===== src/rtl/fixed_priority_task_selector_defines.svh =====
// ----------------------------------------------------------------------------
// Fixed-priority task selector: assertion macros
// Shared concurrent assertion forms, clocked on clk and disabled during rst.
// ----------------------------------------------------------------------------
`ifndef FIXED_PRIORITY_TASK_SELECTOR_DEFINES_SVH
`define FIXED_PRIORITY_TASK_SELECTOR_DEFINES_SVH

// Same-cycle implication.
`define FPTS_ASSERT_IMP(lbl, ante, cons, msg) \
  lbl: assert property (@(posedge clk) disable iff (rst) (ante) |-> (cons)) else $error(msg);

// Next-cycle implication.
`define FPTS_ASSERT_NXT(lbl, ante, cons, msg) \
  lbl: assert property (@(posedge clk) disable iff (rst) (ante) |=> (cons)) else $error(msg);

`endif


===== src/rtl/fpts_pkg.sv =====
// ----------------------------------------------------------------------------
// fpts_pkg
// Operation codes, field widths and shared types of the task selector.
// ----------------------------------------------------------------------------
`default_nettype none

package fpts_pkg;

  localparam int OPC_W         = 3;
  localparam int PRIO_W        = 8;
  localparam int TIME_W        = 32;
  localparam int ID_W          = 4;
  localparam int MAX_TASKS_DEF = 16;

  localparam logic [OPC_W-1:0] OP_ADD   = 3'd0;
  localparam logic [OPC_W-1:0] OP_TICK  = 3'd1;
  localparam logic [OPC_W-1:0] OP_DELAY = 3'd2;
  localparam logic [OPC_W-1:0] OP_BLOCK = 3'd3;
  localparam logic [OPC_W-1:0] OP_SCHED = 3'd4;

  // One task entry as read back from the tables during a scan.
  typedef struct packed {
    logic              blocked;
    logic [TIME_W-1:0] wake;
    logic [PRIO_W-1:0] prio;
  } entry_t;

  // Best candidate found so far in a scan.
  typedef struct packed {
    logic              have;
    logic [PRIO_W-1:0] prio;
  } best_t;

endpackage

`default_nettype wire


===== src/rtl/fpts_ram.sv =====
// ----------------------------------------------------------------------------
// fpts_ram
// Generic single-write, single-read RAM with a registered read port.
// ----------------------------------------------------------------------------
`default_nettype none

module fpts_ram #(
  parameter int WIDTH = 8,
  parameter int DEPTH = 16
) (
  input  wire logic                                     clk,
  input  wire logic                                     we,
  input  wire logic [((DEPTH > 1) ? $clog2(DEPTH) : 1)-1:0] waddr,
  input  wire logic [WIDTH-1:0]                         wdata,
  input  wire logic [((DEPTH > 1) ? $clog2(DEPTH) : 1)-1:0] raddr,
  output logic      [WIDTH-1:0]                         rdata
);

  logic [WIDTH-1:0] mem [DEPTH];

  always_ff @(posedge clk) begin
    if (we) begin
      mem[waddr] <= wdata;
    end
    rdata <= mem[raddr];
  end

endmodule

`default_nettype wire


===== src/rtl/fpts_cmp.sv =====
// ----------------------------------------------------------------------------
// fpts_cmp
// Shared scan compare unit: decides whether one entry replaces the best so far.
// ----------------------------------------------------------------------------
`default_nettype none

module fpts_cmp import fpts_pkg::*; (
  input  wire entry_t            cand,
  input  wire best_t             best,
  input  wire logic [TIME_W-1:0] tick_count,
  output logic                   take
);

  logic ready;

  // A task is eligible when it is not blocked and its wake time has passed.
  // A strict less-than keeps the lower slot on a tie.
  always_comb begin
    ready = !cand.blocked && (cand.wake <= tick_count);
    take  = ready && (!best.have || (cand.prio < best.prio));
  end

endmodule

`default_nettype wire


===== src/rtl/fixed_priority_task_selector.sv =====
// ----------------------------------------------------------------------------
// fixed_priority_task_selector
// Fixed-priority task selector with tick-based delays for a small kernel.
// ----------------------------------------------------------------------------
//
//   Channel  Handshake             Payload
//   input    in_valid, in_stall    opcode, priority_req, timeout, task_index, blocked_value
//   output   out_valid, out_stall  task_id, found
//
// Add, tick, delay, set-blocked and unused opcodes take effect at the accepting edge,
// and their result beat is offered in the next cycle.
// Schedule reads one counted slot per cycle through a single compare unit and loads
// its result in ST_LAST after the last slot is judged (at once with no task added).
// Reset clears the tick counter, task count, running task, sequencer, scan and handshake state only.
// The input stalls during a scan and while a stalled output holds a result beat.
// ----------------------------------------------------------------------------
`default_nettype none

module fixed_priority_task_selector import fpts_pkg::*; #(
  parameter int MAX_TASKS = MAX_TASKS_DEF
) (
  input  wire logic              clk,
  input  wire logic              rst,
  input  wire logic              in_valid,
  output logic                   in_stall,
  input  wire logic [OPC_W-1:0]  opcode,
  input  wire logic [PRIO_W-1:0] priority_req,
  input  wire logic [TIME_W-1:0] timeout,
  input  wire logic [3:0]        task_index,
  input  wire logic              blocked_value,
  output logic                   out_valid,
  input  wire logic              out_stall,
  output logic [ID_W-1:0]        task_id,
  output logic                   found
);

`include "fixed_priority_task_selector_defines.svh"

  // Slot addresses cover the table depth.
  localparam int SLOT_W = (MAX_TASKS > 1) ? $clog2(MAX_TASKS) : 1;
  localparam logic [SLOT_W-1:0] SLOT_LAST = SLOT_W'(MAX_TASKS - 1);
  localparam logic [SLOT_W-1:0] SLOT_ONE  = SLOT_W'(1);

  // Sequencer states.
  localparam int STATE_W = 2;
  localparam logic [STATE_W-1:0] ST_IDLE = 2'd0;
  localparam logic [STATE_W-1:0] ST_SCAN = 2'd1;
  localparam logic [STATE_W-1:0] ST_LAST = 2'd2;

  logic [STATE_W-1:0] state;
  logic [TIME_W-1:0]  tick_count;
  logic [SLOT_W-1:0]  task_total;
  logic [SLOT_W-1:0]  task_total_next;
  logic [SLOT_W-1:0]  running_task;
  logic [SLOT_W-1:0]  scan_idx;
  logic               rd_vld;
  logic [SLOT_W-1:0]  rd_idx;
  logic               best_have;
  logic [PRIO_W-1:0]  best_prio;
  logic [SLOT_W-1:0]  best_idx;

  logic in_accept;
  logic out_take;
  logic idx_ok;
  logic take;
  logic take_vld;
  logic fin_have;
  logic [SLOT_W-1:0] fin_idx;

  // Table write and read ports.
  logic               prio_we;
  logic               wake_we;
  logic [SLOT_W-1:0]  wake_waddr;
  logic [TIME_W-1:0]  wake_wdata;
  logic               blk_we;
  logic [SLOT_W-1:0]  blk_waddr;
  logic               blk_wdata;
  logic [PRIO_W-1:0]  prio_rd;
  logic [TIME_W-1:0]  wake_rd;
  logic               blk_rd;

  entry_t cand;
  best_t  best;

  // The input side waits during a scan, and while a result beat is held back.
  assign in_stall  = (state != ST_IDLE) || (out_valid && out_stall);
  assign in_accept = in_valid && !in_stall;
  assign out_take  = out_valid && !out_stall;

  // Set-blocked on a slot beyond the table is dropped.
  assign idx_ok = (32'(task_index) < MAX_TASKS);

  // The count saturates at the last slot, so repeated adds keep rewriting it.
  assign task_total_next = (task_total == SLOT_LAST) ? SLOT_LAST : task_total + SLOT_ONE;

  // All table writes happen in the accept cycle. Add initializes a whole
  // entry; delay and set-blocked each touch one table.
  always_comb begin
    prio_we    = in_accept && (opcode == OP_ADD);
    wake_we    = in_accept && (opcode inside {OP_ADD, OP_DELAY});
    wake_waddr = (opcode == OP_ADD) ? task_total : running_task;
    wake_wdata = (opcode == OP_ADD) ? '0 : timeout + tick_count;
    blk_we     = in_accept && ((opcode == OP_ADD) || ((opcode == OP_BLOCK) && idx_ok));
    blk_waddr  = (opcode == OP_ADD) ? task_total : SLOT_W'(task_index);
    blk_wdata  = (opcode == OP_ADD) ? 1'b0 : blocked_value;
  end

  fpts_ram #(.WIDTH(PRIO_W), .DEPTH(MAX_TASKS)) u_prio_ram (
    .clk   (clk),
    .we    (prio_we),
    .waddr (task_total),
    .wdata (priority_req),
    .raddr (scan_idx),
    .rdata (prio_rd)
  );

  fpts_ram #(.WIDTH(TIME_W), .DEPTH(MAX_TASKS)) u_wake_ram (
    .clk   (clk),
    .we    (wake_we),
    .waddr (wake_waddr),
    .wdata (wake_wdata),
    .raddr (scan_idx),
    .rdata (wake_rd)
  );

  fpts_ram #(.WIDTH(1), .DEPTH(MAX_TASKS)) u_blk_ram (
    .clk   (clk),
    .we    (blk_we),
    .waddr (blk_waddr),
    .wdata (blk_wdata),
    .raddr (scan_idx),
    .rdata (blk_rd)
  );

  // The read data of slot rd_idx arrives in the cycle after its address was
  // issued and is judged against the best candidate by the compare unit.
  always_comb begin
    cand.blocked = blk_rd;
    cand.wake    = wake_rd;
    cand.prio    = prio_rd;
    best.have    = best_have;
    best.prio    = best_prio;
  end

  fpts_cmp u_cmp (
    .cand       (cand),
    .best       (best),
    .tick_count (tick_count),
    .take       (take)
  );

  assign take_vld = rd_vld && take;
  assign fin_have = best_have || take_vld;
  assign fin_idx  = take_vld ? rd_idx : best_idx;

  always_ff @(posedge clk) begin
    if (rst) begin
      state        <= ST_IDLE;
      out_valid    <= 1'b0;
      tick_count   <= '0;
      task_total   <= '0;
      running_task <= '0;
      rd_vld       <= 1'b0;
      best_have    <= 1'b0;
    end else begin
      rd_vld <= (state == ST_SCAN);
      rd_idx <= scan_idx;

      if (out_take) begin
        out_valid <= 1'b0;
      end

      // Fold the slot that just came back from the tables into the best.
      if (take_vld) begin
        best_have <= 1'b1;
        best_prio <= prio_rd;
        best_idx  <= rd_idx;
      end

      case (state)
        ST_IDLE: begin
          if (in_accept) begin
            // Most operations answer at once with a zero slot and no find.
            out_valid <= 1'b1;
            task_id   <= '0;
            found     <= 1'b0;
            case (opcode)
              OP_ADD: begin
                task_id    <= ID_W'(task_total);
                task_total <= task_total_next;
              end
              OP_TICK: begin
                tick_count <= tick_count + 32'd1;
              end
              OP_SCHED: begin
                // With no task counted there is nothing to scan.
                if (task_total != '0) begin
                  out_valid <= 1'b0;
                  scan_idx  <= '0;
                  best_have <= 1'b0;
                  state     <= ST_SCAN;
                end
              end
              default: begin
              end
            endcase
          end
        end
        ST_SCAN: begin
          if (scan_idx == task_total - SLOT_ONE) begin
            state <= ST_LAST;
          end else begin
            scan_idx <= scan_idx + SLOT_ONE;
          end
        end
        ST_LAST: begin
          // The last slot's data is judged here and the result is loaded.
          out_valid <= 1'b1;
          found     <= fin_have;
          task_id   <= fin_have ? ID_W'(fin_idx) : '0;
          if (fin_have) begin
            running_task <= fin_idx;
          end
          state <= ST_IDLE;
        end
        default: begin
          state <= ST_IDLE;
        end
      endcase
    end
  end

  // The task count never reaches the table depth.
  `FPTS_ASSERT_IMP(a_total_range, 1'b1, 32'(task_total) < MAX_TASKS, "task count out of range")

  // A scan only starts with an empty result slot and never fills it early.
  `FPTS_ASSERT_IMP(a_scan_no_out, state != ST_IDLE, !out_valid, "result shown during scan")

  // A found task is always one of the counted slots.
  `FPTS_ASSERT_IMP(a_found_counted, out_valid && found, 32'(task_id) < 32'(task_total),
                   "found task beyond task count")

  // Every operation other than schedule answers on the next cycle.
  `FPTS_ASSERT_NXT(a_quick_op, in_accept && (opcode != OP_SCHED), out_valid,
                   "single-cycle operation gave no result")

endmodule

`default_nettype wire


===== config.mk =====
export PLATFORM = sky130hd
export DESIGN_NAME = fixed_priority_task_selector
export DESIGN_NICKNAME = d
export VERILOG_FILES = /design/src/rtl/fpts_pkg.sv /design/src/rtl/fpts_ram.sv /design/src/rtl/fpts_cmp.sv /design/src/rtl/fixed_priority_task_selector.sv
export VERILOG_INCLUDE_DIRS = /design/src /design/src/rtl
export SDC_FILE = /design/constraint.sdc
export NUM_CORES = 1
export LEC_CHECK = 0
export BUFFER_PORTS_ARGS = -buffer_cell sky130_fd_sc_hd__buf_4
export CAP_MARGIN = 30
export CORE_MARGIN = 1
export CORE_UTILIZATION = 38
export DETAILED_ROUTE_END_ITERATION = 6
export PLACE_DENSITY = 0.64
export SYNTH_ARGS = -nofsm -noshare
export SYNTH_HDL_FRONTEND = slang
export SYNTH_SLANG_ARGS = --single-unit

===== constraint.sdc =====
create_clock -name clk -period 8.5 [get_ports clk]
set_input_delay 1.275 -clock clk [delete_from_list [all_inputs] [get_ports clk]]
set_output_delay 1.275 -clock clk [all_outputs]
set_load 0.01 [all_outputs]

**After elaboration in Yosys (flattened, before gate mapping)**

Memories as Yosys holds them, arrays and structs flattened. A register that Yosys moved wholly into a read port is not among the register bits.
Cells that the tools add are included.

- Bits of input ports: 52
- Memory bits (writable): 656
- Word-level logic and storage cells: 106
- Memories kept: 3
- Bits in registers: 70

Memories:

| memory | words | bits a word | rd ports | clocked after Yosys merged registers in | wr ports | RTL line | RTL |
|---|---|---|---|---|---|---|---|
| u_wake_ram.mem | 16 | 32 | 1 | 1 | 1 | fpts_ram.sv:19 | `logic [WIDTH-1:0] mem [DEPTH];` |
| u_prio_ram.mem | 16 | 8 | 1 | 1 | 1 | fpts_ram.sv:19 |  |
| u_blk_ram.mem | 16 | 1 | 1 | 1 | 1 | fpts_ram.sv:19 |  |

- Multiplexer cells: 38
- Order comparisons: 2
- Bitwise logic cells: 1
- Equal/unequal tests: 13
- Reduce and logical (&&, ||, !) cells: 31
- $add $sub $neg: 5

Operators by type and width:

| operator | count |
|---|---|
| $mux 4 | 11 |
| $add 32x1->32 const B | 1 |
| $add 32x32->32 | 1 |
| $le 32x32->1 | 1 |
| $mux 32 | 1 |
| $mux 1 | 17 |
| $pmux 4 s2 | 2 |
| $logic_and 1x1->1 | 9 |
| $reduce_and 3->1 | 3 |
| $add 4x1->4 const B | 2 |
| $lt 8x8->1 | 1 |
| $mux 2 | 4 |
| $reduce_bool 2->1 | 4 |
| $eq 3x2->1 const B | 2 |
| $ne 2x2->1 const B | 3 |
| $reduce_and 6->1 | 1 |
| $eq 4x4->1 | 1 |
| $eq 4x4->1 const B | 1 |
| $logic_not 1->1 | 4 |
| $logic_or 1x1->1 | 4 |
| $ne 2x1->1 const B | 2 |
| $pmux 1 s2 | 2 |
| $pmux 2 s2 | 1 |
| $reduce_and 2->1 | 2 |
| 10 further kinds | 10 |

**Logic depth before layout (Yosys ltp)**

- Word-level depth: 9
- Mapped depth: 11
- Depth with buffers taken out: 10

**Cells and area by module**

Synthesis repeated with hierarchy kept, for this count alone.

- Cells, all modules: 1877
- Area, all modules: 31780.5 µm²

Modules (own cells, without submodules):

| module | seq. area each (µm²) | area each (µm²) | cells an instance | instances |
|---|---|---|---|---|
| fpts_ram at u_wake_ram | 16015.4 | 19854.0 | 838 | 1 |
| fpts_ram at u_prio_ram | 4003.8 | 5147.4 | 229 | 1 |
| fixed_priority_task_selector | 1651.6 | 5048.6 | 626 | 1 |
| fpts_cmp | 0.0 | 984.7 | 137 | 1 |
| fpts_ram at u_blk_ram | 500.5 | 745.7 | 47 | 1 |

**Least setup slack after synthesis**

No wires, ideal clock.

- Path type: input-to-reg
- From: in opcode[0]
- To: mem u_wake_ram.mem[2][0] (netlist name) (enable)
- Cell stages on the path: 7
- Setup time: 0.421 ns
- Arrival time: 3.819 ns
- Path buffers: 3
- Required time: 8.079 ns
- Slack: 4.260 ns
- Cells stage by stage: clkbuf_2 -> or3_1 -> clkbuf_1 -> clkbuf_1 -> nor3_1 -> o21ai_0 -> nor2_1

- Cells in the longest elaborated chain, start to end: 5
- Elaborated cells between the ends (all ways): 7

Ends and longest elaborated chain:

| element | RTL line | RTL |
|---|---|---|
| start: declaration | fixed_priority_task_selector.sv:26 | `input wire logic [OPC_W-1:0] opcode,` |
| $eq 3x2->1 or $logic_not 3->1 (tied branches) | fixed_priority_task_selector.sv:100, fixed_priority_task_selector.sv:101 |  |
| $reduce_bool 2->1 | fixed_priority_task_selector.sv:100 | `wake_we = in_accept && (opcode inside {OP_ADD, OP_DELAY});` |
| $logic_and 1x1->1 | fixed_priority_task_selector.sv:100 |  |
| $mux 1 | fpts_ram.sv:22 | `if (we) begin` |
| $mux 1 (implied by the code) | fpts_ram.sv:23 | `mem[waddr] <= wdata;` |
| end: declaration | fpts_ram.sv:19 |  |

Parallel ways exist; a longest one is shown, timed or not.

**Final worst setup path**

- From: reg tick_count[15]
- To: reg task_id[1], data pin

- Cells in the longest elaborated chain, start to end: 7
- Elaborated cells between the ends (all ways): 8

Ends and longest elaborated chain:

| element | RTL line | RTL |
|---|---|---|
| start: declaration | fixed_priority_task_selector.sv:51 | `logic [TIME_W-1:0] tick_count;` |
| start signal: assignment | fixed_priority_task_selector.sv:193 | `tick_count <= tick_count + 32'd1;` |
| $le 32x32->1 (*) | fpts_cmp.sv:19 | `ready = !cand.blocked && (cand.wake <= tick_count);` |
| $logic_and 1x1->1 (*) | fpts_cmp.sv:19 |  |
| $logic_and 1x1->1 (*) | fpts_cmp.sv:20 | `take = ready && (!best.have \|\| (cand.prio < best.prio));` |
| $logic_and 1x1->1 (*) | fixed_priority_task_selector.sv:152 | `assign take_vld = rd_vld && take;` |
| $mux 4 or $logic_or 1x1->1 (tied branches) | -- |  |
| $mux 4 (*) | fixed_priority_task_selector.sv:220 | `task_id <= fin_have ? ID_W'(fin_idx) : '0;` |
| $pmux 4 s2 (*) | fixed_priority_task_selector.sv:180 | `case (state)` |
| end signal: assignment | fixed_priority_task_selector.sv:189 | `task_id <= ID_W'(task_total);` |
| end signal: assignment | fixed_priority_task_selector.sv:220 |  |
| end: declaration | fixed_priority_task_selector.sv:33 | `output logic [ID_W-1:0] task_id,` |

Mark *: on every way between the ends. The rest lies on a longest branch, timed or not.
A chain may end at the register's enable or synchronous reset.

==> metrics.md <==
| Metric | Value |
|---|---|
| Sequential share of the synthesized area | around 70% |
| CTS Root Cell | clkbuf_16 |
| Hold buffers post-CTS | 0 |
| Post-Place Cell Area | roughly 34000 µm² |
| Nets | 1983 |
| Core footprint | approximately 80000 µm² |
| Vias in the first global route | about 17000 |
| Diode count | 0 |
| I/O Buffers | 58 |
| CP max stage delay | ~800 ps |
| First-pass GRT wire length | about 110 mm |
| Critical path type | reg -> reg |
| Iter 0 DRT Violations | approximately 1700 |
| Endpoints failing hold | 0 |
| Post-synth ARST share | 0% |
| Worst setup SP type | register |
| Synth cell types | between 60 and 70 |
| Chip width | 290 µm |
| Mean Syn Cell Area | approximately 18 µm² |
| Syn Inst Count | 1742 |
| GRT overflow | 0 |
| Area grow syn2layout | 14.7% |
| Initial DRT Pass Iterations | 7 |
| GRT Total Usage | between 10% and 20% |
| Post-synth EDFFs | 681 |
| Total Neg Setup Slack | 0 ps |
| Largest net degree at the start of global routing | 163 |
| Fraction of layout cells with a size suffix above 1 | between 20% and 30% |
| I/O pin count | ~60 |
| Commonest non-fill, non-tap cell in the layout | edfxtp_1 |
| CTS Sinks | around 770 |
| Most frequent cells in the layout | edfxtp_1, mux4_2, nor2_1, buf_4, dfxtp_1 |
| # setup viols final | 0 |
| Final WL | roughly 73 mm |
| P per Cell Area | 216 nW/µm² |
| Pleak | around 0.012 µW |
| Critical Path Sink Type | register |
| Syn nets | around 1900 |
| Reg clk slew, reported paths | roughly 60 ps |
| Crit Path Max Fanout | 5 |
| Run status | finished clean |
| Fin crit share | between 50% and 60% |
| Post-route cell area | roughly 36000 µm² |
| Maximum vdd drop | approximately 0.00016 V |
| Vias | roughly 17000 |
| Post-detail-place hpwl | 41.7 mm |
| Initial Utilization | 38.4% |
| Worst slew pin tran | ~1100 ps |
| Most common flop cell mapped by yosys | edfxtp_1 |
| Inserted Clock Buffers | 80 |
| H-tree depth | 3 |
| Clk Latency, worst-skew pair | between 600 and 700 ps |
| Worst hold slack | between 400 and 500 ps |
| CP max stage cell | nor4b_1 |
| Postcts setup bufs | 0 |
| CP required | just under 9000 ps |
| Setup repair after global routing missed its margin | no |
| Initial antenna violation count | 1 |
| Core Rows | about 110 |
| Slew HR | 29.7% |
| Min Tclk post-route | between 4000 and 5000 ps |
| Mapped Area | 31500 µm² |
| CTS max path bufs | 3 |
| Crit-path cells | inv_1, ha_1, nand4_1, nor4_1, nand2b_1, a31oi_1, nor4b_1, nor2b_1, mux2i_1, o21ai_0 |
| Die height | roughly 290 µm |
| Post-synthesis register bit count | 767 |
| Avg WL per Cell | 24.6 µm |
| Final Total Pwr | 7820 µW |
| Synth Warn # | 0 |
| Antenna-violating nets left | 0 |
| Worst EP arrival | between 4000 and 5000 ps |
| Routability Congestion | between 0.8 and 0.9 |
| Vias/cell | 5.55 |
| Clk_skew | 25.5 ps |
| Hold WC Path Type | reg -> reg |
| Residual DRC | 0 |
| Max Slew Vio Count | 0 |
| CTS tree | done |
| Die ar. | roughly 84000 µm² |
| Max Cap Viol | 0 |
| FMAX | ~0.23 GHz |
| Resized Gates After CTS | 0 |
## kinds of logic (layout without fill, tap and decap cells)
| kind of cell | after synthesis | count (layout) | share of synthesized area [%] |
|---|---|---|---|
| xor+xnor | 62 | 62 | 1.72 |
| fa+ha+maj | 77 | 77 | 3.08 |
| flops | 767 | 767 | 70.3 |
| compound gates | 171 | 171 | 3.47 |
| buf+inv | 138 | 315 | 1.69 |
| mux | 210 | 210 | 14.8 |
| simple gates | 317 | 317 | 4.90 |
## synthesized netlist by cell type, drive strengths merged (8+ instances only)
cell	n	area share, %
nor3	30	0.53
inv	66	0.79
buf	22	0.31
o21ai	36	0.57
clkbuf	50	0.60
and2	9	0.18
nand4	21	0.42
or3	9	0.19
o21a	8	0.19
mux4	205	15
and3	9	0.18
ha	76	3.0
a21oi	52	0.83
nor2b	9	0.18
a31oi	9	0.18
a21o	19	0.45
dfxtp	86	5.5
xnor2	45	1.3
nand3	27	0.46
nand2	43	0.51
a211oi	11	0.30
xor2	17	0.47
edfxtp	681	65
nor2	133	1.6
## power breakdown
| part | switching (µW) | internal, µW | total [µW] |
|---|---|---|---|
| logic | 118 | 49.0 | 167 |
| clock network | 1460 | 2070 | 3520 |
| registers | 4.33 | 4120 | 4130 |
## worst paths after layout
kind | to | slack, ps | from | cells after the start
max | task_id[1] | 4080 | tick_count[15] | 10
min | best_prio[0] | 430 | u_prio_ram.rdata[0] | 0
max reg2reg | task_id[1] | 4080 | tick_count[15] | 10
min reg2reg | best_prio[0] | 430 | u_prio_ram.rdata[0] | 0
## metal layers
| layer | wire [µm] | GRT usage, % | vias up |
|---|---|---|---|
| met5 | 0 | 0 | - |
| met1 | 33800 | 26.0 | 8713 |
| met3 | 4340 | 2.87 | 104 |
| li1 | - | - | 7214 |
| met4 | 1500 | 4.76 | 0 |
| met2 | 33800 | 26.7 | 570 |
## registers in the layout, summed over array words and instances (netlist names), 2 cells and up
name and count:
scan_idx 4, u_blk_ram.mem 16, running_task 4, task_id 4, u_prio_ram.rdata 8, u_wake_ram.rdata 32
u_prio_ram.mem 128, best_prio 8, rd_idx 4, u_wake_ram.mem 512, task_total 4, state 2
tick_count 32, best_idx 4
## stage by stage
step,std cells,worst slack [ps],utilization [%]
2_1_floorplan,1742,4260,-
3_3_place_gp,2832,3640,40.7
3_5_place_dp,2841,3670,40.8
4_1_cts,2988,4140,44.0
5_1_grt,2989,3840,44.1
6_report,2989,4080,44.1
## layout make-up
type | count | area [µm²]
sequential | 767 | 22200
tap | 1070 | 1340
fill | 6986 | 45900
inverter | 66 | 248
clock buffer | 95 | 2080
timing repair buffer | 102 | 800
clock inverter | 52 | 572
multi-input combinational | 837 | 8960
## critical path: cells and delay by family (launching register included)
| family | cells | cell delay (ps) |
|---|---|---|
| AND/OR/NAND/NOR | 5 | 2520 |
| flip-flops | 1 | 460 |
| multiplexers | 1 | 380 |
| AO/OA/AOI/OAI | 2 | 330 |
| adder cells (fa/ha/maj) | 1 | 320 |
| buffers and inverters | 1 | 130 |
(Power assumes the default switching activity.)
